==> src/rva_ram.sv <==
// rva_ram: generic single write port, single registered read port ram
// no dependencies
`default_nettype none
module rva_ram #(
   parameter int unsigned WIDTH = 8,
   parameter int unsigned DEPTH = 4
) (
   input  wire logic                     clock,
   input  wire logic                     wr_en,
   input  wire logic [$clog2(DEPTH)-1:0] wr_addr,
   input  wire logic [WIDTH-1:0]         wr_data,
   input  wire logic [$clog2(DEPTH)-1:0] rd_addr,
   output      logic [WIDTH-1:0]         rd_data
);
   logic [WIDTH-1:0] mem_ff [DEPTH];
   always_ff @(posedge clock) begin
      if (wr_en) begin
         mem_ff[wr_addr] <= wr_data;
      end
      rd_data <= mem_ff[rd_addr];
   end
endmodule
`default_nettype wire

==> config.mk <==
export PLATFORM = sky130hd
export DESIGN_NAME = rva_ram
export DESIGN_NICKNAME = d
export VERILOG_FILES = /design/src/rva_ram.sv
export SDC_FILE = /design/constraint.sdc
export NUM_CORES = 1
export LEC_CHECK = 0
export ABC_CLOCK_PERIOD_IN_PS = 2980
export BUFFER_PORTS_ARGS = -buffer_cell sky130_fd_sc_hd__buf_2
export CAP_MARGIN = 20
export CORE_MARGIN = 1
export CORE_UTILIZATION = 50
export CTS_BUF_LIST = sky130_fd_sc_hd__clkbuf_8
export CTS_CLUSTER_DIAMETER = 120
export DETAILED_ROUTE_END_ITERATION = 16
export PLACE_DENSITY = 0.73
export SYNTH_ARGS = -nofsm -noshare
export SYNTH_HDL_FRONTEND = slang
export SYNTH_SLANG_ARGS = --single-unit
==> constraint.sdc <==
create_clock -name clock -period 2.98 [get_ports clock]
set_input_delay 0.149 -clock clock [delete_from_list [all_inputs] [get_ports clock]]
set_output_delay 0.149 -clock clock [all_outputs]
set_load 0.005 [all_outputs]
==> load_flow_metrics.sql, run 1 <==
INSERT INTO impl_metrics (metric_group, metric, value, unit) VALUES
('pwr', 'max-vdd-ir-drop', '0.501', 'mV'),
('clocking', 'cts_htree_levels', '2', ''),
('critical_path', 'timing.critical_path.slowest_cell_delay', '0.46', 'ns'),
('timing', 'layout_min_cycle_time', '0.971', 'ns'),
('placement', 'place.port_buffers', '21', ''),
('clocking', 'cts_tree', 'yes', ''),
('pwr', 'report.power.total', '1.05', 'mW'),
('synthesis', 'synth_cell_types', '8', ''),
('job', 'max_cap_violations', '0', ''),
('route', 'drtPass1Iterations', '4', ''),
('clocking', 'cts_max_path_buffers', '2', ''),
('route', 'starting_drt_drc_count', '10', ''),
('critical_path', 'cp_top_family', 'multiplexers', ''),
('placement', 'globalplace.congestion', '0.651', ''),
('critical_path', 'worst_r2r_startpoint', 'mem_ff[0][0]$_DFFE_PP_', ''),
('cells_and_area', 'drive_above_1_share', '43.9', '%'),
('timing', 'final.setup_skew', '0.00199', 'ns'),
('critical_path', 'critPathArrivalTime', '1.13', 'ns'),
('placement', 'inst_count_dp', '104', ''),
('critical_path', 'crit_start', 'mem_ff[0][0]$_DFFE_PP_', ''),
('clocking', 'clk-insertion-delay-late', '0.28', 'ns'),
('cells_and_area', 'final_design_instance_area_without_fill', '1570', 'um2'),
('die', 'floorplan_die_area', '2910', 'um2'),
('timing', 'rsz_0062_raised_after_global_routing', 'false', ''),
('critical_path', 'kind_of_launch_point_of_the_worst_setup_path', 'flop', ''),
('synthesis', 'syn_nets', '68', ''),
('global_route', 'antenna_found_initial', '0', ''),
('route', 'drt-wirelength-per-cell', '16.9', 'um'),
('pwr', 'reported_leakage_power', '0.575', 'nW'),
('timing', 'maxSlewViolCount', '0', ''),
('clocking', 'clock_sink_count', '40', ''),
('clocking', 'hold_buffers', '0', ''),
('critical_path', 'criticalPathCategory', 'reg -> reg', ''),
('global_route', 'grt_pass1_vias', '623', ''),
('critical_path', 'critical_path.n_buffers_inverters', '0', ''),
('synthesis', 'synth_area', '1350', 'um2'),
('hold_path', 'hold_class', 'in -> reg', ''),
('clocking', 'postCtsSetupRepairBufs', '0', ''),
('cells_and_area', 'synth_to_final_area_change', '16.6', '%'),
('route', 'detailroute.via_count', '597', ''),
('cells_and_area', 'final_net_count', '95', ''),
('timing', 'maxClockFrequency', '1.03', 'GHz'),
('synthesis', 'synth-seq-cells', '40', ''),
('synthesis', 'yosysWarnings', '0', ''),
('global_route', 'pin_count_of_the_biggest_net_entering_global_routing', '12', ''),
('timing', 'totalNegativeSetupSlack', '0', 'ns'),
('critical_path', 'logic_depth_of_the_worst_path_buffers_included', '1', ''),
('placement', 'place_area', '1480', 'um2'),
('synthesis', 'syn-instance-count', '54', ''),
('route', 'avgViaCountPerCell', '5.33', ''),
('cells_and_area', 'final_cell_count_no_fill', '112', ''),
('die', 'die-height', '53.9', 'um'),
('route', 'route.detailed.drc', '0', ''),
('critical_path', 'worst_ep_required_time', '3.14', 'ns'),
('critical_path', 'worstSetupEndpointType', 'flop', ''),
('timing', 'relative_max_transition_margin', '71.1', '%'),
('synthesis', 'syn_avg_cell_area', '25.0', 'um2'),
('hold_path', 'min-delay-start', 'wr_data[2]', ''),
('clocking', 'post_cts.resized_instances', '0', ''),
('critical_path', 'cpMaxStageDelayCell', 'sky130_fd_sc_hd__mux4_2', ''),
('route', 'route.antenna.remaining_nets', '0', ''),
('timing', 'worst-slew-pin-transition', '0.433', 'ns'),
('critical_path', 'rr_worst_depth', '1', ''),
('critical_path', 'path_cells', 'mux4_2', ''),
('die', 'start_util', '53.5', '%'),
('route', 'wirelength', '1900', 'um'),
('status', 'outcome', 'finished clean', ''),
('clocking', 'worst_setup_hold_path_clk_slew', '0.07', 'ns'),
('timing', 'timing.final.setup_violations', '0', ''),
('hold_path', 'holdPathStages', '1', ''),
('die', 'top_level_pins', '22', ''),
('die', 'die_width', '53.9', 'um'),
('pwr', 'p_per_area', '666', 'nW/um2'),
('global_route', 'grtUsageTotal', '16.9', '%'),
('global_route', 'grt_pass1_wl', '2960', 'um'),
('die', 'placementRows', '18', ''),
('timing', 'fin_crit_sh', '32.6', '%'),
('clocking', 'numCtsBuffers', '5', ''),
('timing', 'worst_hold_slack', '0.0763', 'ns'),
('die', 'design.core.area', '2520', 'um2'),
('cells_and_area', 'n_antenna_cell', '0', ''),
('critical_path', 'crit_path_max_fanout', '1', ''),
('global_route', 'overflow', '0', ''),
('synthesis', 'synth_sequential_area_ratio', '83.1', '%'),
('clocking', 'cts_root_buffer', 'sky130_fd_sc_hd__clkbuf_8', ''),
('timing', 'timing.final.hold_violations', '0', '');
-- worst paths after layout --
kind | to | slack [ns]
hold / removal | mem_ff[0][2]$_DFFE_PP_ | 0.08
hold reg to reg | rd_data[7]$_DFF_P_ | 0.55
setup reg to reg | rd_data[0]$_DFF_P_ | 2.01
setup / recovery | rd_data[0]$_DFF_P_ | 2.01
-- flip-flops by register name, summed over array words and instances, names as in the netlist --
name and flops:
rd_data 8, mem_ff 32
-- through the flow --
step	util, %	worst slack, ns
finish	62.4	2.01
global route	62.4	1.97
CTS	62.4	2.01
detailed placement	58.8	1.86
global placement	58.8	1.86
floorplan	-	1.77
-- power breakdown --
part           leakage (nW)  switching [mW]  internal (mW)
registers             0.361         0.00686          0.636
clock network        0.0538           0.165          0.182
logic                 0.160          0.0265         0.0307
-- routing by layer --
metal	up-vias	part of all wire [%]	global-route usage [%]
li1	276	-	-
met1	295	42	18.6
met2	21	49	26.7
met3	5	6.3	8.76
met4	0	2.1	7.89
met5	-	0	0
-- cells in the mapped netlist --
master	instances	area share [%]
sky130_fd_sc_hd__dfxtp_1	8	12
sky130_fd_sc_hd__edfxtp_1	32	71
sky130_fd_sc_hd__mux4_2	8	13
sky130_fd_sc_hd__nor3b_1	1	0.56
sky130_fd_sc_hd__clkbuf_2	1	0.37
sky130_fd_sc_hd__and3_1	1	0.46
sky130_fd_sc_hd__buf_6	1	0.83
sky130_fd_sc_hd__and3b_1	2	1.3
-- cells in the final DEF (no fill, tap or decap) --
| master | Yosys | final |
|---|---|---|
| sky130_fd_sc_hd__inv_1 | 0 | 2 |
| sky130_fd_sc_hd__edfxtp_1 | 32 | 32 |
| sky130_fd_sc_hd__nor3b_1 | 1 | 1 |
| sky130_fd_sc_hd__and3b_1 | 2 | 2 |
| sky130_fd_sc_hd__buf_2 | 0 | 21 |
| sky130_fd_sc_hd__buf_4 | 0 | 1 |
| sky130_fd_sc_hd__dfxtp_1 | 8 | 8 |
| sky130_fd_sc_hd__and3_1 | 1 | 1 |
| sky130_fd_sc_hd__mux4_2 | 8 | 8 |
| sky130_fd_sc_hd__clkbuf_8 | 0 | 6 |
-- logic make-up (layout without fill, tap and decap cells) --
group | after synthesis | in the layout | share of synthesized area, %
DFF | 40 | 40 | 83.1
buffers and inverters | 2 | 30 | 1.21
and+or+nand+nor | 4 | 4 | 2.32
muxes | 8 | 8 | 13.4
-- final cells by class --
class	instances	area, um2
well taps	30	37.5
repair buffers	22	113
fillers	183	950
flip-flops and latches	40	1120
clock buffers	6	82.6
clock inverters	2	7.51
multi-input cells	12	211
No activity file was read; power rests on OpenSTA's default activity.
==> run 2: changes to the inputs <==
--- a/config.mk
+++ b/config.mk
@@ -5,7 +5,8 @@
 export SDC_FILE = /design/constraint.sdc
 export NUM_CORES = 1
 export LEC_CHECK = 0
-export ABC_CLOCK_PERIOD_IN_PS = 2980
+export ABC_AREA = 1
+export ABC_CLOCK_PERIOD_IN_PS = 1000
 export BUFFER_PORTS_ARGS = -buffer_cell sky130_fd_sc_hd__buf_2
 export CAP_MARGIN = 20
 export CORE_MARGIN = 1
@@ -13,7 +14,7 @@
 export CTS_BUF_LIST = sky130_fd_sc_hd__clkbuf_8
 export CTS_CLUSTER_DIAMETER = 120
 export DETAILED_ROUTE_END_ITERATION = 16
-export PLACE_DENSITY = 0.73
+export PLACE_DENSITY = 0.72
 export SYNTH_ARGS = -nofsm -noshare
 export SYNTH_HDL_FRONTEND = slang
 export SYNTH_SLANG_ARGS = --single-unit
==> constraint.sdc (replaced) <==
create_clock -name clock -period 1 [get_ports clock]
set_input_delay 0.05 -clock clock [delete_from_list [all_inputs] [get_ports clock]]
set_output_delay 0.05 -clock clock [all_outputs]
set_load 0.005 [all_outputs]
==> run 2 against run 1 <==
  * The flow now finishes with violations (DRC)
  * Utilization is 2.1 points higher
  * Hold slack lost 0.071 ns
  * Final cell count rose by 84%
  * Routed wire length grew 44%
  * Critical endpoint is now rd_data[7]
  * Largest cell class unchanged
  * Largest power group unchanged
  * Highest routed layer unchanged
==> load_flow_metrics.sql, run 2 <==
INSERT INTO impl_metrics (metric_group, metric, value, unit) VALUES
('status', 'outcome', 'complete, but fails checks', ''),
('status', 'violations_in_the_final_reports', 'DRC', ''),
('critical_path', 'critPathArrivalTime', '0.71', 'ns'),
('synthesis', 'asyncSetResetFlopFracSynth', '0', '%'),
('synthesis', 'synth-seq-cells', '40', ''),
('die', 'start_util', '54.3', '%'),
('route', 'drt-wirelength-per-cell', '13.3', 'um'),
('placement', 'dp.final_hpwl', '1920', 'um'),
('timing', 'layout_min_cycle_time', '0.763', 'ns'),
('placement', 'place_area', '1700', 'um2'),
('cells_and_area', 'n_antenna_cell', '0', ''),
('critical_path', 'worst_ep_required_time', '0.95', 'ns'),
('clocking', 'cts_tree', 'yes', ''),
('critical_path', 'timing.critical_path.slowest_cell_delay', '0.31', 'ns'),
('pwr', 'cellInternalPower', '2.55', 'mW'),
('pwr', 'pwr-share-comb', '7.9', '%'),
('clocking', 'clk-insertion-delay-late', '0.29', 'ns'),
('job', 'max_cap_violations', '0', ''),
('critical_path', 'critical_path.n_buffers_inverters', '1', ''),
('global_route', 'overflow', '0', ''),
('timing', 'worst-slew-pin-transition', '0.324', 'ns'),
('timing', 'worst_hold_slack', '0.00537', 'ns'),
('synthesis', 'syn_avg_cell_area', '11.0', 'um2'),
('route', 'starting_drt_drc_count', '34', ''),
('timing', 'timing.final.hold_violations', '0', ''),
('hold_path', 'holdPathEnd', 'mem_ff[3][6]$_DFFE_PP_', ''),
('route', 'wirelength', '2740', 'um'),
('global_route', 'antenna_found_initial', '0', ''),
('cells_and_area', 'regMostFlops', 'mem_ff', ''),
('clocking', 'cts_max_path_buffers', '2', ''),
('die', 'die_width', '57.6', 'um'),
('cells_and_area', 'largest_register_ffs', '32', ''),
('route', 'detailroute.via_count', '1006', ''),
('pwr', 'p_switching', '0.686', 'mW'),
('critical_path', 'reg2reg_to', 'rd_data[4]$_DFF_P_', ''),
('pwr', 'max-vdd-ir-drop', '1.09', 'mV'),
('critical_path', 'kind_of_launch_point_of_the_worst_setup_path', 'flop', ''),
('die', 'placementRows', '19', ''),
('pwr', 'p_per_area', '1760', 'nW/um2'),
('synthesis', 'synth_area', '1550', 'um2'),
('route', 'route.antenna.remaining_nets', '0', ''),
('die', 'top_level_pins', '22', ''),
('pwr', 'share_of_total_power_in_the_clock_network', '32.8', '%'),
('hold_path', 'hold_class', 'in -> reg', ''),
('cells_and_area', 'final_net_count', '188', ''),
('synthesis', 'syn-instance-count', '141', ''),
('route', 'drtPass1Iterations', '10', ''),
('hold_path', 'min-delay-start', 'wr_data[6]', ''),
('global_route', 'grt_pass1_vias', '941', ''),
('timing', 'timing.final.setup_violations', '0', ''),
('die', 'die-height', '57.6', 'um'),
('critical_path', 'rr_worst_depth', '4', ''),
('timing', 'maxClockFrequency', '1.31', 'GHz'),
('cells_and_area', 'final_cell_count_no_fill', '206', ''),
('cells_and_area', 'drive_above_1_share', '20.6', '%'),
('cells_and_area', 'synth_to_final_area_change', '18.8', '%'),
('cells_and_area', 'top_library_cells_by_usage_in_the_layout_fill_and_taps_aside', 'sky130_fd_sc_hd__nand2_1, sky130_fd_sc_hd__inv_1, sky130_fd_sc_hd__edfxtp_1', ''),
('critical_path', 'cp_top_family', 'flip-flops', ''),
('timing', 'relative_max_transition_margin', '78.4', '%'),
('critical_path', 'cpMaxStageDelayCell', 'sky130_fd_sc_hd__dfxtp_1', ''),
('cells_and_area', 'layout_top_registers', 'mem_ff: 32 flops, rd_data: 8 flops', ''),
('timing', 'maxSlewViolCount', '0', ''),
('placement', 'place.port_buffers', '21', ''),
('timing', 'rsz_0062_raised_after_global_routing', 'false', ''),
('synthesis', 'post-synth-top-count-cell', 'sky130_fd_sc_hd__nand2_1', ''),
('clocking', 'worst_setup_hold_path_clk_slew', '0.07', 'ns'),
('clocking', 'cts_htree_levels', '2', ''),
('die', 'design.core.area', '2850', 'um2'),
('synthesis', 'synth_edf_count', '32', ''),
('clocking', 'numCtsBuffers', '5', ''),
('synthesis', 'syn_nets', '155', ''),
('placement', 'globalplace.congestion', '0.755', ''),
('critical_path', 'worstSetupEndpointType', 'output pin', ''),
('cells_and_area', 'layout.cells.most_common', 'sky130_fd_sc_hd__nand2_1', ''),
('hold_path', 'holdPathStages', '1', ''),
('critical_path', 'worst_r2r_startpoint', 'mem_ff[3][4]$_DFFE_PP_', ''),
('synthesis', 'post_synth_main_area_contributors', 'sky130_fd_sc_hd__edfxtp_1, sky130_fd_sc_hd__dfxtp_1, sky130_fd_sc_hd__nand2_1', ''),
('timing', 'final.setup_skew', '0.00796', 'ns'),
('critical_path', 'reg2reg_setup_slack', '0.24', 'ns'),
('clocking', 'post_cts.resized_instances', '0', ''),
('synthesis', 'yosysWarnings', '0', ''),
('route', 'avgViaCountPerCell', '4.88', ''),
('critical_path', 'criticalPathCategory', 'reg -> out', ''),
('clocking', 'cts_root_buffer', 'sky130_fd_sc_hd__clkbuf_8', ''),
('synthesis', 'synth_top_cell_by_area', 'sky130_fd_sc_hd__edfxtp_1', ''),
('critical_path', 'crit_path_max_fanout', '1', ''),
('cells_and_area', 'fill_cells', '228', ''),
('synthesis', 'synth_sequential_area_ratio', '72.4', '%'),
('global_route', 'grtUsageTotal', '19.7', '%'),
('synthesis', 'synth_cell_types', '10', ''),
('synthesis', 'synth.top_cell.area_share', '62.1', '%'),
('timing', 'final_critical_path_setup_slack', '0.237', 'ns'),
('placement', 'pre_cts_slack', '0.0839', 'ns'),
('timing', 'fin_crit_sh', '76.3', '%'),
('synthesis', 'ys_top_cells_by_count', 'sky130_fd_sc_hd__nand2_1, sky130_fd_sc_hd__inv_1, sky130_fd_sc_hd__edfxtp_1, sky130_fd_sc_hd__nand3_1, sky130_fd_sc_hd__dfxtp_1', ''),
('placement', 'inst_count_dp', '193', ''),
('route', 'route.detailed.drc', '2', ''),
('critical_path', 'path_cells', 'buf_2', ''),
('clocking', 'postCtsSetupRepairBufs', '0', ''),
('cells_and_area', 'final_design_instance_area_without_fill', '1840', 'um2'),
('global_route', 'grt_pass1_wl', '4480', 'um'),
('clocking', 'clock_sink_count', '40', ''),
('global_route', 'pin_count_of_the_biggest_net_entering_global_routing', '18', ''),
('die', 'floorplan_die_area', '3320', 'um2'),
('synthesis', 'dominantRegCellSynth', 'sky130_fd_sc_hd__edfxtp_1', ''),
('pwr', 'seq_power_share', '59.3', '%'),
('pwr', 'sw_frac_of_total', '21.2', '%'),
('pwr', 'reported_leakage_power', '0.875', 'nW');
-- run 2: per-layer routing --
metal,wire [um],track usage [%],vias to the layer above
met5,0,0,-
met4,59,10.5,0
met3,129,5.36,8
met2,1320,31.4,30
met1,1230,24.8,465
li1,-,-,503
-- run 2: final cells by class --
cell class / count / area, um2 / area share [%]
clock inverter: 2 / 10.0 / 0.544
inverter: 37 / 141 / 7.69
multi-input combinational: 60 / 260 / 14.1
tap: 31 / 38.8 / 2.11
clock buffer: 6 / 82.6 / 4.49
sequential: 40 / 1120 / 61.0
timing repair buffer: 30 / 185 / 10.1
-- run 2: kinds of logic after synthesis --
| group | count (synthesis) | synth area share, % |
|---|---|---|
| buf+inv | 41 | 11.4 |
| simple gates | 60 | 16.2 |
| flops | 40 | 72.4 |
-- run 2: worst max-delay path by stage --
| stage | startpoint | to | slack, ns | cells past startpoint |
|---|---|---|---|---|
| after floorplan | wr_addr[1] | mem_ff[2][0]$_DFFE_PP_ | -0.11 | 2 |
| after global placement | wr_addr[0] | mem_ff[0][2]$_DFFE_PP_ | 0.12 | 3 |
| after detailed placement | wr_addr[1] | mem_ff[2][5]$_DFFE_PP_ | 0.08 | 4 |
| after CTS | rd_data[7]$_DFF_P_ | rd_data[7] | 0.22 | 1 |
| after global routing | mem_ff[2][6]$_DFFE_PP_ | rd_data[6]$_DFF_P_ | 0.17 | 4 |
| final | rd_data[7]$_DFF_P_ | rd_data[7] | 0.24 | 1 |
-- run 2: power by group through the flow --
stage               clock (mW)  sequential (mW)  combinational (mW)
finish                    1.06             1.92               0.254
global route              1.17             1.92               0.288
CTS                       1.10             1.92               0.250
detailed placement           0             1.96               0.239
global placement             0             1.95               0.229
floorplan                    0             1.96               0.131
-- run 2: repair_timing --
item / CTS / global route
setup endpoints to repair: 0 / 0
hold buffers: 3 / 2
hold endpoints to repair: 11 / 4
-- run 2: through the flow --
stage | total power [mW] | TNS (ns) | util [%]
2_1_floorplan | 2.09 | -1.67 | -
3_3_place_gp | 2.18 | 0 | 59.5
3_5_place_dp | 2.19 | 0 | 59.5
4_1_cts | 3.26 | 0 | 63.8
5_1_grt | 3.38 | 0 | 64.5
6_report | 3.23 | 0 | 64.5
