File: src/rva_pkg.sv
// rva_pkg: shared constants, types and functions for the rotate view about axis block
// cordic arctangent table, fixed point constants and the front-to-back item record
// no dependencies
`default_nettype none
package rva_pkg;

   localparam int unsigned COORD_FRAC_BITS_DEF = 16;
   localparam int unsigned AXIS_FRAC_BITS_DEF  = 14;
   localparam int unsigned ANGLE_FRAC_BITS_DEF = 13;
   localparam int unsigned CORDIC_STEPS_DEF    = 16;

   localparam int unsigned QF        = 30;
   localparam int unsigned ATAN_COUNT = 24;
   localparam int unsigned AW        = 40;

   localparam logic signed [AW-1:0] ONE_Q     = 40'sd1073741824;
   localparam logic signed [AW-1:0] PI_Q      = 40'sd3373259426;
   localparam logic signed [AW-1:0] HALF_PI_Q = 40'sd1686629713;
   localparam logic signed [AW-1:0] TWO_PI_Q  = 40'sd6746518852;
   localparam logic signed [AW-1:0] GAIN_Q    = 40'sd652032874;
   localparam logic signed [AW-1:0] ENT_LIM   = 40'sd4294967296;

   function automatic logic signed [AW-1:0] atan_q(input int unsigned i);
      logic signed [AW-1:0] v;
      unique case (i)
         0:  v = 40'sd843314857;
         1:  v = 40'sd497837829;
         2:  v = 40'sd263043836;
         3:  v = 40'sd133525158;
         4:  v = 40'sd67021686;
         5:  v = 40'sd33543515;
         6:  v = 40'sd16775850;
         7:  v = 40'sd8388437;
         8:  v = 40'sd4194282;
         9:  v = 40'sd2097149;
         10: v = 40'sd1048575;
         11: v = 40'sd524287;
         12: v = 40'sd262143;
         13: v = 40'sd131071;
         14: v = 40'sd65535;
         15: v = 40'sd32767;
         16: v = 40'sd16383;
         17: v = 40'sd8191;
         18: v = 40'sd4095;
         19: v = 40'sd2047;
         20: v = 40'sd1023;
         21: v = 40'sd511;
         22: v = 40'sd255;
         23: v = 40'sd127;
         default: v = '0;
      endcase
      return v;
   endfunction

   typedef struct packed {
      logic signed [31:0] pos_x;
      logic signed [31:0] pos_y;
      logic signed [31:0] pos_z;
      logic signed [32:0] d_x;
      logic signed [32:0] d_y;
      logic signed [32:0] d_z;
      logic signed [15:0] axis_x;
      logic signed [15:0] axis_y;
      logic signed [15:0] axis_z;
      logic signed [AW-1:0] ang;
      logic neg;
   } front_item_type;

endpackage
`default_nettype wire

File: src/rva_front.sv
// rva_front: accepts items, forms the view direction and reduces the angle
// depends on rva_pkg
`default_nettype none
module rva_front #(
   parameter int unsigned ANGLE_FRAC_BITS = rva_pkg::ANGLE_FRAC_BITS_DEF
) (
   input  wire logic               clock,
   input  wire logic               reset,
   input  wire logic               in_valid,
   input  wire logic signed [31:0] pos_x,
   input  wire logic signed [31:0] pos_y,
   input  wire logic signed [31:0] pos_z,
   input  wire logic signed [31:0] view_x,
   input  wire logic signed [31:0] view_y,
   input  wire logic signed [31:0] view_z,
   input  wire logic signed [15:0] axis_x,
   input  wire logic signed [15:0] axis_y,
   input  wire logic signed [15:0] axis_z,
   input  wire logic signed [15:0] turn_angle,
   output      logic               out_valid,
   output      rva_pkg::front_item_type out_item
);
   localparam int unsigned AW = rva_pkg::AW;

   logic valid1_ff;
   rva_pkg::front_item_type s1_ff, s1_in, s2_ff, s2_in;
   logic valid2_ff;
   logic signed [AW-1:0] a0, a1;

   // first stage: differences and angle widening with one subtract or add
   always_comb begin
      a0 = AW'(turn_angle) <<< (rva_pkg::QF - ANGLE_FRAC_BITS);
      s1_in        = '0;
      s1_in.pos_x  = pos_x;
      s1_in.pos_y  = pos_y;
      s1_in.pos_z  = pos_z;
      s1_in.d_x    = 33'(view_x) - 33'(pos_x);
      s1_in.d_y    = 33'(view_y) - 33'(pos_y);
      s1_in.d_z    = 33'(view_z) - 33'(pos_z);
      s1_in.axis_x = axis_x;
      s1_in.axis_y = axis_y;
      s1_in.axis_z = axis_z;
      // magnitude of the widened angle stays within 4 rad (below 3*pi), one wrap is enough
      if (a0 > rva_pkg::PI_Q) begin
         a1 = a0 - rva_pkg::TWO_PI_Q;
      end else if (a0 < -rva_pkg::PI_Q) begin
         a1 = a0 + rva_pkg::TWO_PI_Q;
      end else begin
         a1 = a0;
      end
      s1_in.ang = a1;
   end

   // second stage: fold into half circle
   always_comb begin
      s2_in = s1_ff;
      s2_in.neg = 1'b0;
      if (s1_ff.ang > rva_pkg::HALF_PI_Q) begin
         s2_in.ang = s1_ff.ang - rva_pkg::PI_Q;
         s2_in.neg = 1'b1;
      end else if (s1_ff.ang < -rva_pkg::HALF_PI_Q) begin
         s2_in.ang = s1_ff.ang + rva_pkg::PI_Q;
         s2_in.neg = 1'b1;
      end
   end

   always_ff @(posedge clock) begin
      if (reset) begin
         valid1_ff <= 1'b0;
         valid2_ff <= 1'b0;
      end else begin
         valid1_ff <= in_valid;
         valid2_ff <= valid1_ff;
      end
      s1_ff <= s1_in;
      s2_ff <= s2_in;
   end

   assign out_valid = valid2_ff;
   assign out_item  = s2_ff;
endmodule
`default_nettype wire

File: config.mk
export PLATFORM = sky130hd
export DESIGN_NAME = rva_front
export DESIGN_NICKNAME = d
export VERILOG_FILES = /design/src/rva_pkg.sv /design/src/rva_front.sv
export SDC_FILE = /design/constraint.sdc
export NUM_CORES = 1
export LEC_CHECK = 0
export CORE_AREA = 3 3 213 215
export CTS_CLUSTER_DIAMETER = 40
export DETAILED_ROUTE_END_ITERATION = 10
export DIE_AREA = 0 0 216 218
export DONT_BUFFER_PORTS = 1
export PLACE_DENSITY_LB_ADDON = 0.15
export SLEW_MARGIN = 25
export SYNTH_ARGS = -nofsm -noshare
export SYNTH_HDL_FRONTEND = slang
export SYNTH_SLANG_ARGS = --single-unit
export TNS_END_PERCENT = 50
File: constraint.sdc
create_clock -name clock -period 5.56 [get_ports clock]
set_clock_uncertainty 0.05 [all_clocks]
set_input_delay 0.278 -clock clock [delete_from_list [all_inputs] [get_ports clock]]
set_output_delay 0.278 -clock clock [all_outputs]
set_load 0.03 [all_outputs]
==> impl.org, run 1 <==
** Timing
- Setup violations remaining at the end of the flow were counted as 0.
- Final hold violation count :: 0
- Setup repair after global routing left no endpoint under its margin.
- Final worst path period need :: about 3.3 ns
- Timing would allow up to 0.2993 GHz.
- For the pin with the worst max-slew slack, the measured transition is 0.9818 ns.
- Worst-case headroom to the max-slew limit :: about a third
- The tightest hold path in the finished design has a slack of 0.04068 ns.
- Part of the cycle the worst path needs :: 60.09%
- Max-slew violation total from the final report :: 0
- Total negative slack for setup checks :: 0 ns

** Yosys
- Counting every net in the synthesized netlist gives 2028.
- Summing every instance area after synthesis gives 0.01818 mm^2.
- Number of distinct library cell variants in the gate-level netlist after synthesis :: about 80
- Cells taking the most area after synthesis :: sky130_fd_sc_hd__dfxtp_1 (60%), sky130_fd_sc_hd__ha_1 (7.7%), sky130_fd_sc_hd__xnor2_1 (3.4%)
- Main flop type after synthesis :: sky130_fd_sc_hd__dfxtp_1
- Top cell type by total area after synthesis :: sky130_fd_sc_hd__dfxtp_1
- Number of synthesized flops with an enable pin :: 0
- In the synthesized netlist the async set-or-reset flop fraction comes to 0%.
- Summed over its instances, the top area cell type makes up roughly three fifths of the synthesized netlist area.
- Most frequent cells after synthesis :: sky130_fd_sc_hd__dfxtp_1 (545), sky130_fd_sc_hd__inv_1 (150), sky130_fd_sc_hd__ha_1 (112)
- After synthesis, flip-flops and latches occupy 60.02% of the total area.
- Synthesized area per cell :: 10.99 um^2
- For this run, the number of Yosys warnings is 0.
- Number of storage elements in the synthesis netlist :: 545
- Post-Syn Instances :: 1654
- Count leader, synth :: sky130_fd_sc_hd__dfxtp_1

** Worst setup path
- Delay of the slowest critical-path stage :: 0.80 ns
- Worst setup path class :: flop to flop
- Reg-to-reg startpoint :: s1_ff[17]$_SDFF_PP0_
- Critical-path cell list :: ha_1 -> and4_1 -> o31ai_1 -> a21oi_1 -> nor4_4 -> or2_1 -> nor2_1 -> a41o_1 -> xor2_1
- Along the worst path, the maximum fanout reaches 27.
- The slowest stage of the critical path is the sky130_fd_sc_hd__or2_1 cell.
- Crit path capture type :: flop
- Count of buffer and inverter cells on the critical path :: 0
- Timing startpoint of the critical path :: s1_ff[17]$_SDFF_PP0_
- Critical Path RT :: 5.97 ns
- Data arrives at the worst endpoint at 3.75 ns.
- Grouping stages by cell kind, the critical path spends the most delay in simple AND/OR/NAND/NOR gates.
- Kind of launch point of the worst setup path :: flop

** CTS
- Number of buffers on the longest clock path :: 3
- Hold-fix buffers at CTS :: 259
- The later pin in the worst-skew pair is clocked with a latency of 0.58 ns.
- Number of clock buffers inserted by TritonCTS :: 74
- Setup fix buffers added after clock tree synthesis :: 0
- The tree is rooted in a sky130_fd_sc_hd__clkbuf_16.
- # clock sinks :: 545
- Clock slew seen by the registers of the worst setup and hold paths :: 0.05 ns
- Total number of H-tree levels :: 3
- TritonCTS clock tree :: built
- The number of gates resized after CTS was 0.

** Global route
- In the global route stage, overall resource usage came out at 20.05%.
- The first global-routing pass estimated about 74000 um of wire.
- Entering global routing, the biggest net connects 28 pins.
- The initial antenna violation count was 2.
- The via count of the first global-routing pass was 12890.
- GR Overflow Total :: 0

** Job
- Across the run, the number of max-cap violations was 0.

** Hold path
- Startpoint of the most critical hold path :: view_x[21]
- Path class of the lowest-slack min-delay path :: input pin to flop

** Finish
- Fraction of layout instances using a drive strength above 1 :: roughly 8%
- Net total in the final layout :: 2319
- Area growth from synthesis to final layout :: 31.10%
- The sequential cells in the finished layout cover a total of about 0.011 mm^2.
- Area taken by multi-input logic gates :: 0.006499 mm^2
- Utilization of the core after routing :: 54.24%
- Fill cells in the final layout number 3857.

** Floorplanning
- Die width :: ~220 um
- The initial utilization of the core area, before any placement, comes to 41.38%.
- Number of top-level pins :: approximately 540
- Die Area :: 0.04709 mm^2
- Height of the die :: between 200 and 250 um
- The floorplan has 77 rows.
- The total area inside the core boundary comes to approximately 0.044 mm^2.

** Route
- The count of nets left with antenna violations once routing finished came out at 0.
- The first routing iteration left 637 violations.
- Remaining design rule violation count :: 0
- The final layout contains routed wiring with a total length of 48860 um.
- Summing over every cut layer, the via total after detailed routing is 12672.
- Detailed-router iteration count before antenna repair :: 5
- WL/cell :: 18.81 um
- After detailed routing, the number of vias per cell comes to 4.878.

** Pwr
- IR analysis of the VDD net gives a maximum drop of roughly 0.00029 V.
- Static leakage :: 10.39 nW
- The design draws about 11 mW.
- Dividing total power by cell area gives a power density of 462.3 mW/mm^2.

** Placed design
- Detailed placement ended at an HPWL of 35200 um.
- Number of buffer cells added on primary ports :: 0
- Final weighted congestion of routability-driven global placement :: between 0.8 and 0.9

** Outcome
- Outcome :: finished, final reports clean
-- stage by stage --
stage | worst slack, ns | cell area (um^2) | std cells
4_1_cts | 2.263 | 23820 | 2597
3_3_place_gp | 2.361 | 18710 | 2202
2_1_floorplan | 2.990 | 18180 | 1654
6_report | 2.219 | 23830 | 2598
3_5_place_dp | 2.280 | 18710 | 2202
5_1_grt | 1.971 | 23830 | 2598
-- logic make-up after synthesis --
family / synth area share (%)
buf+inv: 4.247
fa+ha+maj: 8.040
compound gates: 13.92
other cells: 0.02063
flops: 60.02
mux: 0.1652
xor+xnor: 5.107
simple gates: 8.480
-- final cells by class --
type	count	area share [%]
multi-input combinational	914	27.27
timing repair buffer	259	10.88
inverter	151	2.378
clock inverter	48	2.315
tap	592	3.108
sequential	545	45.78
antenna	1	0.01050
clock buffer	88	8.254
-- worst paths after layout --
check | endpoint | slack [ns] | depth (start not counted)
worst max-delay path | out_item[19]$_DFF_P_ | 2.22 | 9
worst min-delay path | s1_ff[177]$_DFF_P_ | 0.04 | 3
worst max register to register | out_item[19]$_DFF_P_ | 2.22 | 9
worst min register to register | out_item[43]$_DFF_P_ | 0.27 | 0
-- report_power, final --
part,switching (mW),internal (mW)
Clock,1.86,2.82
Combinational,0.531,0.506
Sequential,0.871,4.43
-- placed cells by master, fill, tap and decap left out, drive strengths merged, types with 5 or more instances in the layout --
master	netlist	layout
a211o	5	5
nor3	24	24
o31ai	6	6
nand2	74	74
nand4	9	9
nand2b	12	12
a211oi	12	12
nor2b	21	21
nor2	88	88
xnor2	71	71
o211ai	11	11
a21oi	92	92
o21ai	81	81
and2	5	5
o21a	24	24
clkinv	0	20
nor4	9	9
a21o	26	26
clkbuf	27	88
and3	12	12
a21boi	7	7
a31o	5	5
o31a	10	10
inv	151	174
o311ai	6	6
dfxtp	545	545
or3	9	9
nand3	30	30
or2	10	10
o2111ai	5	5
o21bai	8	8
xor2	35	35
a31oi	27	27
ha	112	112
a311o	7	7
o22ai	6	6
dlygate4sd3	0	259
-- worst min-delay path: stages --
cell and delay (ns):
sky130_fd_sc_hd__ha_1 0.18, sky130_fd_sc_hd__a2111oi_0 0.09, sky130_fd_sc_hd__nor2_1 0.09
-- per-layer routing --
metal / up-vias / GRT usage [%] / share of wire (%)
li1: 6258 / - / -
met1: 5851 / 22.01 / 39
met2: 470 / 35.52 / 49
met3: 91 / 7.301 / 9.0
met4: 2 / 7.660 / 2.7
met5: - / 0 / 0.014
-- state kept, by name, indices dropped and copies added, names as in the netlist --
name	cells
out_item	279
out_valid	1
s1_ff	264
valid1_ff	1
(Power assumes the default switching activity.)
==> run 2, diff against run 1 <==
--- a/config.mk
+++ b/config.mk
@@ -5,10 +5,11 @@
 export SDC_FILE = /design/constraint.sdc
 export NUM_CORES = 1
 export LEC_CHECK = 0
-export CORE_AREA = 3 3 213 215
+export ABC_AREA = 1
+export CORE_AREA = 3 3 211 213
 export CTS_CLUSTER_DIAMETER = 40
 export DETAILED_ROUTE_END_ITERATION = 10
-export DIE_AREA = 0 0 216 218
+export DIE_AREA = 0 0 214 216
 export DONT_BUFFER_PORTS = 1
 export PLACE_DENSITY_LB_ADDON = 0.15
 export SLEW_MARGIN = 25
==> constraint.sdc (replaced) <==
create_clock -name clock -period 2.7 [get_ports clock]
set_clock_uncertainty 0.05 [all_clocks]
set_input_delay 0.135 -clock clock [delete_from_list [all_inputs] [get_ports clock]]
set_output_delay 0.135 -clock clock [all_outputs]
set_load 0.03 [all_outputs]
==> run 2 against run 1 <==
Effect of this change: hold slack lost 0.017 ns; register-to-register slack worse by 1.9 ns; sequential share of layout area decreased by 4.4 points; largest cell class unchanged; highest routed layer is now met4.
==> impl.org, run 2 <==
** Route
- The routed wirelength normalized by instance count came to 18.27 um (-2.9%).
- The overall via count from detail_route came to 17084 (+35%).
- The final routed wirelength across all metal layers is 63130 um (+29%).
- Drt via density :: 4.943 (+1.3%)
- Number of antenna-violating nets in the routed design :: 0 (unchanged)
- The number of design rule violations left after detail routing is 0 (unchanged).
- The violation count after the first detailed-route iteration is 991 (+56%).
- Detailed-router iteration count before antenna repair :: 5 (unchanged)

** Finish
- Leading cell type in the layout, fill and taps excluded :: sky130_fd_sc_hd__nand2_1
- Max reg flops :: 279 (unchanged)
- Relative to the synthesized area, the layout overhead comes to 29.20%.
- The fraction of layout instances using a drive strength above 1 is 5.373% (-2.5 points).
- Net total in the final layout :: 3188 (+37%)
- Utilization of the core after routing :: 61.50% (+7.3 points)
- Commonest cells after routing, fill and taps aside :: sky130_fd_sc_hd__nand2_1 (678), sky130_fd_sc_hd__dfxtp_1 (545), sky130_fd_sc_hd__inv_1 (307)

** Floorplanning
- Area of the core :: 0.04289 mm^2 (-2.4%)
- Number of rows in the core area :: 76 (-1.3%)
- The initial core utilization came to 47.60% (+6.2 points).
- The I/O pin count was 544 (unchanged).
- Die width :: 214 um (-0.93%)
- The overall die area came to 0.04622 mm^2 (-1.8%).
- The die extent in y came to 216 um (-0.92%).

** Timing
- The pin slew with the least headroom to its limit was 0.9377 ns (-0.04411 ns).
- Derived from the worst setup path, the maximum achievable clock frequency is 0.3980 GHz.
- Part of the cycle the worst path needs :: between 90 and 100%
- Max-slew violation total from the final report :: 0 (unchanged)
- The worst slew margin relative to its limit was 37.40% (+2.9 points).
- The count of final hold-check violations was 0 (unchanged).
- Worst Hold Slack :: 0.02319 ns (-0.01750 ns)
- The setup-violating endpoint count in the final report is 0 (unchanged).
- Final worst path period need :: 2.513 ns
- Total negative slack for setup checks :: 0 ns (unchanged)
- Setup repair after global routing left no endpoint under its margin.

** Worst setup path
- The top fanout value on the critical path came to 5 (-81%).
- Worst setup path class :: input pin to flop
- STA classifies the critical path endpoint as a flop.
- The arrival time at the worst endpoint is 2.95 ns (-0.80 ns).
- The worst setup path is launched from an input pin.
- Critical Path RT :: 3.13 ns (-2.84 ns)

** CTS
- Clock Tree Root :: sky130_fd_sc_hd__clkbuf_16
- Number of buffers on the longest clock path :: 3 (unchanged)
- # clock sinks :: 545 (unchanged)
- Clock slew seen by the registers of the worst setup and hold paths :: 0.06 ns (about the same)
- The number of H-tree levels is 3 (unchanged).
- Number of clock buffers inserted by TritonCTS :: 68 (-8.1%)
- The buffer count from post-CTS setup fixing is 0 (unchanged).
- Worst skew pair latency :: 0.59 ns (about the same)
- TritonCTS clock tree :: built

** Global route
- Number of antenna violations at the first check in global routing :: 5 (+3)
- The overall track demand over capacity in global routing came to 26.91% (+6.9 points).
- Number of global-route vias before repair :: 17531 (+36%)
- Pin count of the biggest net entering global routing :: 25 (-11%)
- The overflow left after global routing was 0 (unchanged).
- The first-pass GRT wire length came to 98680 um (+34%).

** Yosys
- The most used flip-flop cell after synthesis is sky130_fd_sc_hd__dfxtp_1.
- The netlist area before placement is 0.02042 mm^2 (+12%).
- Number of synthesized flops with an enable pin :: 0 (unchanged)
- Synthesized area per cell :: 8.259 um^2 (-25%)
- Count of warnings emitted by yosys :: 0 (unchanged)
- The net count after synthesis is 2846 (+40%).
- After synthesis, the largest family of logic cells by area is simple AND/OR/NAND/NOR gates.
- Post-Syn Instances :: 2472 (+49%)
- The commonest cells after synthesis are sky130_fd_sc_hd__nand2_1 (678), sky130_fd_sc_hd__dfxtp_1 (545), sky130_fd_sc_hd__inv_1 (307).
- Sequential share of the synthesized area :: 53.44% (-6.6 points)
- Arithmetic-cell share of the synthesized area counting full adders, half adders and majority gates :: 7.158% (-0.88 points)
- Yosys attributes the largest share of cell area to sky130_fd_sc_hd__dfxtp_1 (53%), sky130_fd_sc_hd__nand2_1 (12%), sky130_fd_sc_hd__ha_1 (6.9%).
- The simple logic cell fraction of the synthesized area is 21.95% (+13 points).
- Count leader, synth :: sky130_fd_sc_hd__nand2_1
- The synthesis-stage register bit count was 545 (unchanged).
- Top cell type by total area after synthesis :: sky130_fd_sc_hd__dfxtp_1
- Xor/xnor cell area share of the yosys netlist :: 3.260% (-1.8 points)
- The post-synthesis compound-gate area fraction is 7.508% (-6.4 points).
- The fraction of registers with async set/reset came to 0% (unchanged).
- The proportion of netlist area held by the largest area contributor came to 53.44% (-6.6 points).
- Share of cell area taken by muxes after synthesis :: 0% (-0.17 points)
- Number of distinct library cell variants in the gate-level netlist after synthesis :: 42 (-47%)

** Pwr
- Power share of the sequential group :: 47.2% (-0.9 points)
- The leakage power figure is 12.63 nW (+22%).
- Share of total power in combinational logic :: 12.5% (+3.1 points)
- The switching power share of the total came to 31.34% (+1.7 points).
- Design internal power :: 15.78 mW (+100%)
- The ratio of total power to cell area is 871.5 mW/mm^2 (+89%).
- Peak VDD IR :: 0.0007925 V (+180%)
- Clock network fraction of total power :: 40.2% (-2.3 points)
- The switching power total is 7.205 mW (+120%).

** Placed design
- Number of buffer cells added on primary ports :: 0 (unchanged)
- Sum of net half-perimeters after detailed placement :: 47090 um (+34%)
- The routability congestion estimate was 0.9508 (+10%).

** Job
- The max-capacitance violation count was 0 (unchanged).

** Hold path
- Path class of the lowest-slack min-delay path :: input pin to flop

** Outcome
- The run finished with clean final reports.
==> run 2: changes by cell type after synthesis, sizes merged, moves of 21 or more <==
cell / previous run / this run
xor2: 35 / 72
nor2: 88 / 212
o21ai: 81 / 107
nand2: 74 / 682
o21a: 24 / 3
xnor2: 71 / 4
a21oi: 92 / 136
nand3: 30 / 141
inv: 151 / 312
a31oi: 27 / 6
==> run 2: cell type report <==
type | count | area [um^2]
flip-flops and latches | 545 | 10910
clock buffers | 85 | 1908
clock inverters | 37 | 456.7
diodes | 5 | 12.51
multi-input cells | 1581 | 8159
repair buffers | 304 | 3017
well taps | 585 | 732.0
inverters | 314 | 1181
fillers | 3612 | 16510
==> run 2: kinds of logic after synthesis <==
kind of cell,after synthesis
AO/OA/AOI/OAI,286
XOR/XNOR,76
adder cells (fa/ha/maj),115
buffers and inverters,346
flip-flops,545
other,1
AND/OR/NAND/NOR,1103
==> run 2: power by group through the flow <==
stage,Sequential [mW],Combinational [mW],Clock [mW]
final,10.9,2.88,9.25
after global routing,10.9,3.26,9.73
after CTS,10.9,2.84,9.32
after detailed placement,11.0,2.37,0
after global placement,11.0,2.36,0
after floorplan,10.6,1.87,0
==> run 2: repair_timing <==
item,CTS,global route
endpoints found under the setup margin,0,5
hold buffers,287,0
hold endpoints to repair,265,0
gates resized for setup,0,5
==> run 2: layer usage <==
metal	share of wire [%]	GRT usage [%]	vias up
met5	0	0	-
met4	3.6	10.61	0
met3	6.0	6.308	139
met2	51	49.40	581
met1	39	30.14	7850
li1	-	-	8514
==> run 2: stage by stage <==
| stage | setup WS (ns) | cells | instance area, um^2 | power (mW) |
|---|---|---|---|---|
| 2_1_floorplan | 0.8282 | 2472 | 20420 | 12.48 |
| 5_1_grt | 0.001158 | 3456 | 26380 | 23.90 |
| 3_5_place_dp | 0.2759 | 3042 | 21110 | 13.39 |
| 4_1_cts | 0.1255 | 3451 | 26350 | 23.02 |
| 6_report | 0.1871 | 3456 | 26380 | 22.99 |
| 3_3_place_gp | 0.3731 | 3042 | 21110 | 13.38 |
==> run 2: worst paths after layout <==
kind / endpoint / startpoint / slack [ns] / cells after the start
min: s1_ff[15]$_DFF_P_ / turn_angle[10] / 0.02 / 4
min reg2reg: out_item[176]$_DFF_P_ / s1_ff[176]$_DFF_P_ / 0.26 / 0
max: s1_ff[31]$_DFF_P_ / turn_angle[4] / 0.19 / 12
max reg2reg: out_item[33]$_DFF_P_ / s1_ff[17]$_SDFF_PP0_ / 0.27 / 12
==> run 2: critical path, stage by stage <==
cell and delay [ns]:
sky130_fd_sc_hd__dlygate4sd3_1 0.61, sky130_fd_sc_hd__inv_1 0.17, sky130_fd_sc_hd__ha_1 0.19, sky130_fd_sc_hd__inv_1 0.06, sky130_fd_sc_hd__nor2_2 0.15, sky130_fd_sc_hd__a21oi_1 0.09, sky130_fd_sc_hd__o21ai_0 0.19, sky130_fd_sc_hd__nand3_1 0.13
sky130_fd_sc_hd__nand4_1 0.10, sky130_fd_sc_hd__dlygate4sd3_1 0.55, sky130_fd_sc_hd__nand2_1 0.05, sky130_fd_sc_hd__dlygate4sd3_1 0.53
==> run 3, diff against run 2 <==
==> constraint.sdc (replaced) <==
create_clock -name clock -period 2.2 [get_ports clock]
set_clock_uncertainty 0.05 [all_clocks]
set_input_delay 0.11 -clock clock [delete_from_list [all_inputs] [get_ports clock]]
set_output_delay 0.11 -clock clock [all_outputs]
set_load 0.03 [all_outputs]
==> run 3 against run 2 <==
Effect of this change: the flow now finishes with violations (negative hold slack); power up 25%; first-iteration DRC count increased by 20%; combinational power increased by 26%; clock power increased by 28%; flip-flop and latch count stayed put; clock-buffer cell count shrank 1; sequential power grew 22%; routed wire length is 2.6% higher; design area increased by 1.7%; sequential share of layout area is 0.68 points lower; global-route usage up 0.54 points; hold slack got worse by 0.40 ns; critical path type unchanged.
==> impl.org, run 3 (synthesized netlist as in run 2, its figures left out) <==
** Outcome
- Outcome :: complete, but fails checks
- Violated checks :: negative hold slack

** Placed design
- The placement-stage cell area is 0.02129 mm^2 (+0.88%).
- The sum of net half-perimeters after detailed placement is 47720 um (+1.3%).
- Number of buffer cells added on primary ports :: 0 (unchanged)
- Final weighted congestion of routability-driven global placement :: 0.9167 (-3.6%)
- The total placed cells including tap cells was 3065 (+0.76%).
- The worst setup timing slack at the placement stage was 0.01592 ns (-0.2600 ns).

** Job
- The max-capacitance violation count is 0 (unchanged).

** Route
- The post-detailed-route via-to-cell ratio was 4.955 (+0.23%).
- The number of design rule violations left after detail routing came to 0 (unchanged).
- The overall via count from detail_route is 17337 (+1.5%).
- The final routed wirelength across all metal layers is 64790 um (+2.6%).
- The routed wirelength normalized by instance count came to 18.52 um (+1.4%).
- The violation count after the first detailed-route iteration came to 1193 (+20%).
- The remaining number of nets flagged by the antenna check after routing is 0 (unchanged).
- The detailed-routing iteration count for the pre-antenna-repair pass came to 5 (unchanged).

** Worst setup path
- Kind of launch point of the worst setup path :: input pin
- The required time at the worst-slack endpoint is 2.68 ns (-0.45 ns).
- Crit-path max FO :: 3 (-2)
- Worst-case reg-to-reg path depth :: 9 (-3)
- Internal reg-to-reg setup slack :: 0.17 ns (-0.10 ns)
- The critical path is of the input pin to flop type.
- Crit path capture type :: flop
- The arrival time at the worst endpoint came to 2.53 ns (-0.42 ns).

** Timing
- Setup-violating endpoint count in the final report :: 0 (unchanged)
- Unrepaired setup endpoints after global routing :: no
- The count of final hold-check violations is 3 (+3).
- Final worst path period need :: roughly 2.0 ns
- Worst slew pin tran :: 0.9473 ns (+0.009590 ns)
- Crit path setup slack, layout :: 0.1540 ns (-0.03317 ns)
- The total count of max-transition violations in the final report was 0 (unchanged).
- The worst-case hold slack came to -0.3782 ns (-0.4014 ns).
- The final setup TNS was 0 ns (unchanged).
- The worst slew margin relative to its limit came to 36.76% (-0.64 points).
- For this run, the top clock speed supported by timing is 0.4888 GHz.
- The final critical path takes up 93.00% of the cycle.

** Pwr
- The leakage power figure was 12.85 nW (+1.7%).
- Power Total :: 28.77 mW (+25%)
- Peak VDD IR :: 0.0008400 V (+6.0%)
- Power per unit of standard cell area :: 1073 mW/mm^2 (+23%)

** CTS
- TritonCTS clock tree :: built
- # clock sinks :: 545 (unchanged)
- The clock latency at the later pin of the worst-skew pair is 0.60 ns (about the same).
- Total number of H-tree levels :: 3 (unchanged)
- Clock slew seen by the registers of the worst setup and hold paths :: 0.06 ns (about the same)
- Clock Tree Root :: sky130_fd_sc_hd__clkbuf_16
- The largest buffer count on any clock path came to 3 (unchanged).
- Number of clock buffers inserted by TritonCTS :: 71 (+4.4%)

** Floorplanning
- Die width :: 214 um (unchanged)
- Die Area :: 0.04622 mm^2 (unchanged)
- Height of the die :: 216 um (unchanged)
- Area of the core :: 0.04289 mm^2 (unchanged)
- The I/O pin count came to 544 (unchanged).
- Number of rows in the core area :: 76 (unchanged)
- The initial core utilization came to 47.60% (unchanged).

** Global route
- Global-route wire length before repair :: 100100 um (+1.4%)
- The initial antenna violation count is 5 (unchanged).
- The pin count of the biggest net entering global routing was 18 (-28%).
- Number of global-route vias before repair :: 17508 (-0.13%)
- The overflow left after global routing came to 0 (unchanged).
- The overall track demand over capacity in global routing is 27.45% (+0.54 points).

** Finish
- The final instance count without filler cells came to 3499 (+1.2%).
- Max reg flops :: 279 (unchanged)
- The number of nets at the end of the flow came to 3228 (+1.3%).
- Number of fill cells :: 3582 (-0.83%)
- Leading cell type in the layout, fill and taps excluded :: sky130_fd_sc_hd__nand2_1
- The library cells used most frequently in the layout, excluding fill and tap cells, are sky130_fd_sc_hd__nand2_1 (677), sky130_fd_sc_hd__dfxtp_1 (543), sky130_fd_sc_hd__inv_1 (307).
- Compared with the post-synthesis result, the final layout area differs by 31.38%.
- The fraction of layout instances using a drive strength above 1 was 6.394% (+1.0 points).
- Utilization of the core after routing :: 62.54% (+1.0 points)
- The finished layout cell area came to 0.02682 mm^2 (+1.7%).

** Hold path
- Path class of the lowest-slack min-delay path :: input pin to flop
- The worst hold path depth is 2 (-2).
run 3: changes by cell type in the layout (fill, tap and decap cells not counted), moves of 4 or more:
cell                            before  now
sky130_fd_sc_hd__clkinvlp_4          4    8
sky130_fd_sc_hd__buf_4              15   38
sky130_fd_sc_hd__clkbuf_8           10    4
sky130_fd_sc_hd__inv_6              13    8
sky130_fd_sc_hd__dlygate4sd3_1     287  300
run 3: layout make-up:
class / count / area, um^2 / area share, %
sequential: 545 / 10910 / 40.69
multi-input combinational: 1581 / 8160 / 30.42
timing repair buffer: 341 / 3348 / 12.48
clock buffer: 84 / 1908 / 7.114
inverter: 314 / 1181 / 4.404
tap: 585 / 732.0 / 2.729
clock inverter: 44 / 566.8 / 2.113
antenna: 5 / 12.51 / 0.04665
run 3: worst max-delay path: stages:
cell                            delay, ns
sky130_fd_sc_hd__dlygate4sd3_1       0.55
sky130_fd_sc_hd__inv_1               0.06
sky130_fd_sc_hd__ha_1                0.21
sky130_fd_sc_hd__fa_1                0.43
sky130_fd_sc_hd__o21ai_2             0.23
sky130_fd_sc_hd__nand2_1             0.07
sky130_fd_sc_hd__nand2_1             0.14
sky130_fd_sc_hd__xor2_1              0.16
sky130_fd_sc_hd__dlygate4sd3_1       0.56
run 3: final timing paths:
path,from,end
worst max-delay path,view_x[0],s1_ff[163]$_DFF_P_
worst min-delay path,turn_angle[1],s1_ff[19]$_DFF_P_
worst max register to register,s1_ff[17]$_SDFF_PP0_,out_item[37]$_DFF_P_
worst min register to register,s1_ff[256]$_DFF_P_,out_item[256]$_DFF_P_
run 3: layer usage:
metal	up-vias	wire length [um]	global-route usage [%]
li1	8606	-	-
met3	133	3911	6.224
met5	-	0	0
met1	7997	25580	30.94
met4	0	2530	12.01
met2	601	32770	49.72
run 3: repair_timing:
| item | CTS | global route |
|---|---|---|
| endpoints found under the hold margin | 264 | 5 |
| gates resized for setup | 0 | 9 |
| hold buffers | 298 | 2 |
| endpoints found under the setup margin | 0 | 41 |
| buffers inserted | 0 | 1 |
run 3: power by group:
part           internal, mW  switching (mW)
Sequential             11.2            2.17
Clock                  7.11            4.71
Combinational          1.46            2.17
Total                  19.7            9.05
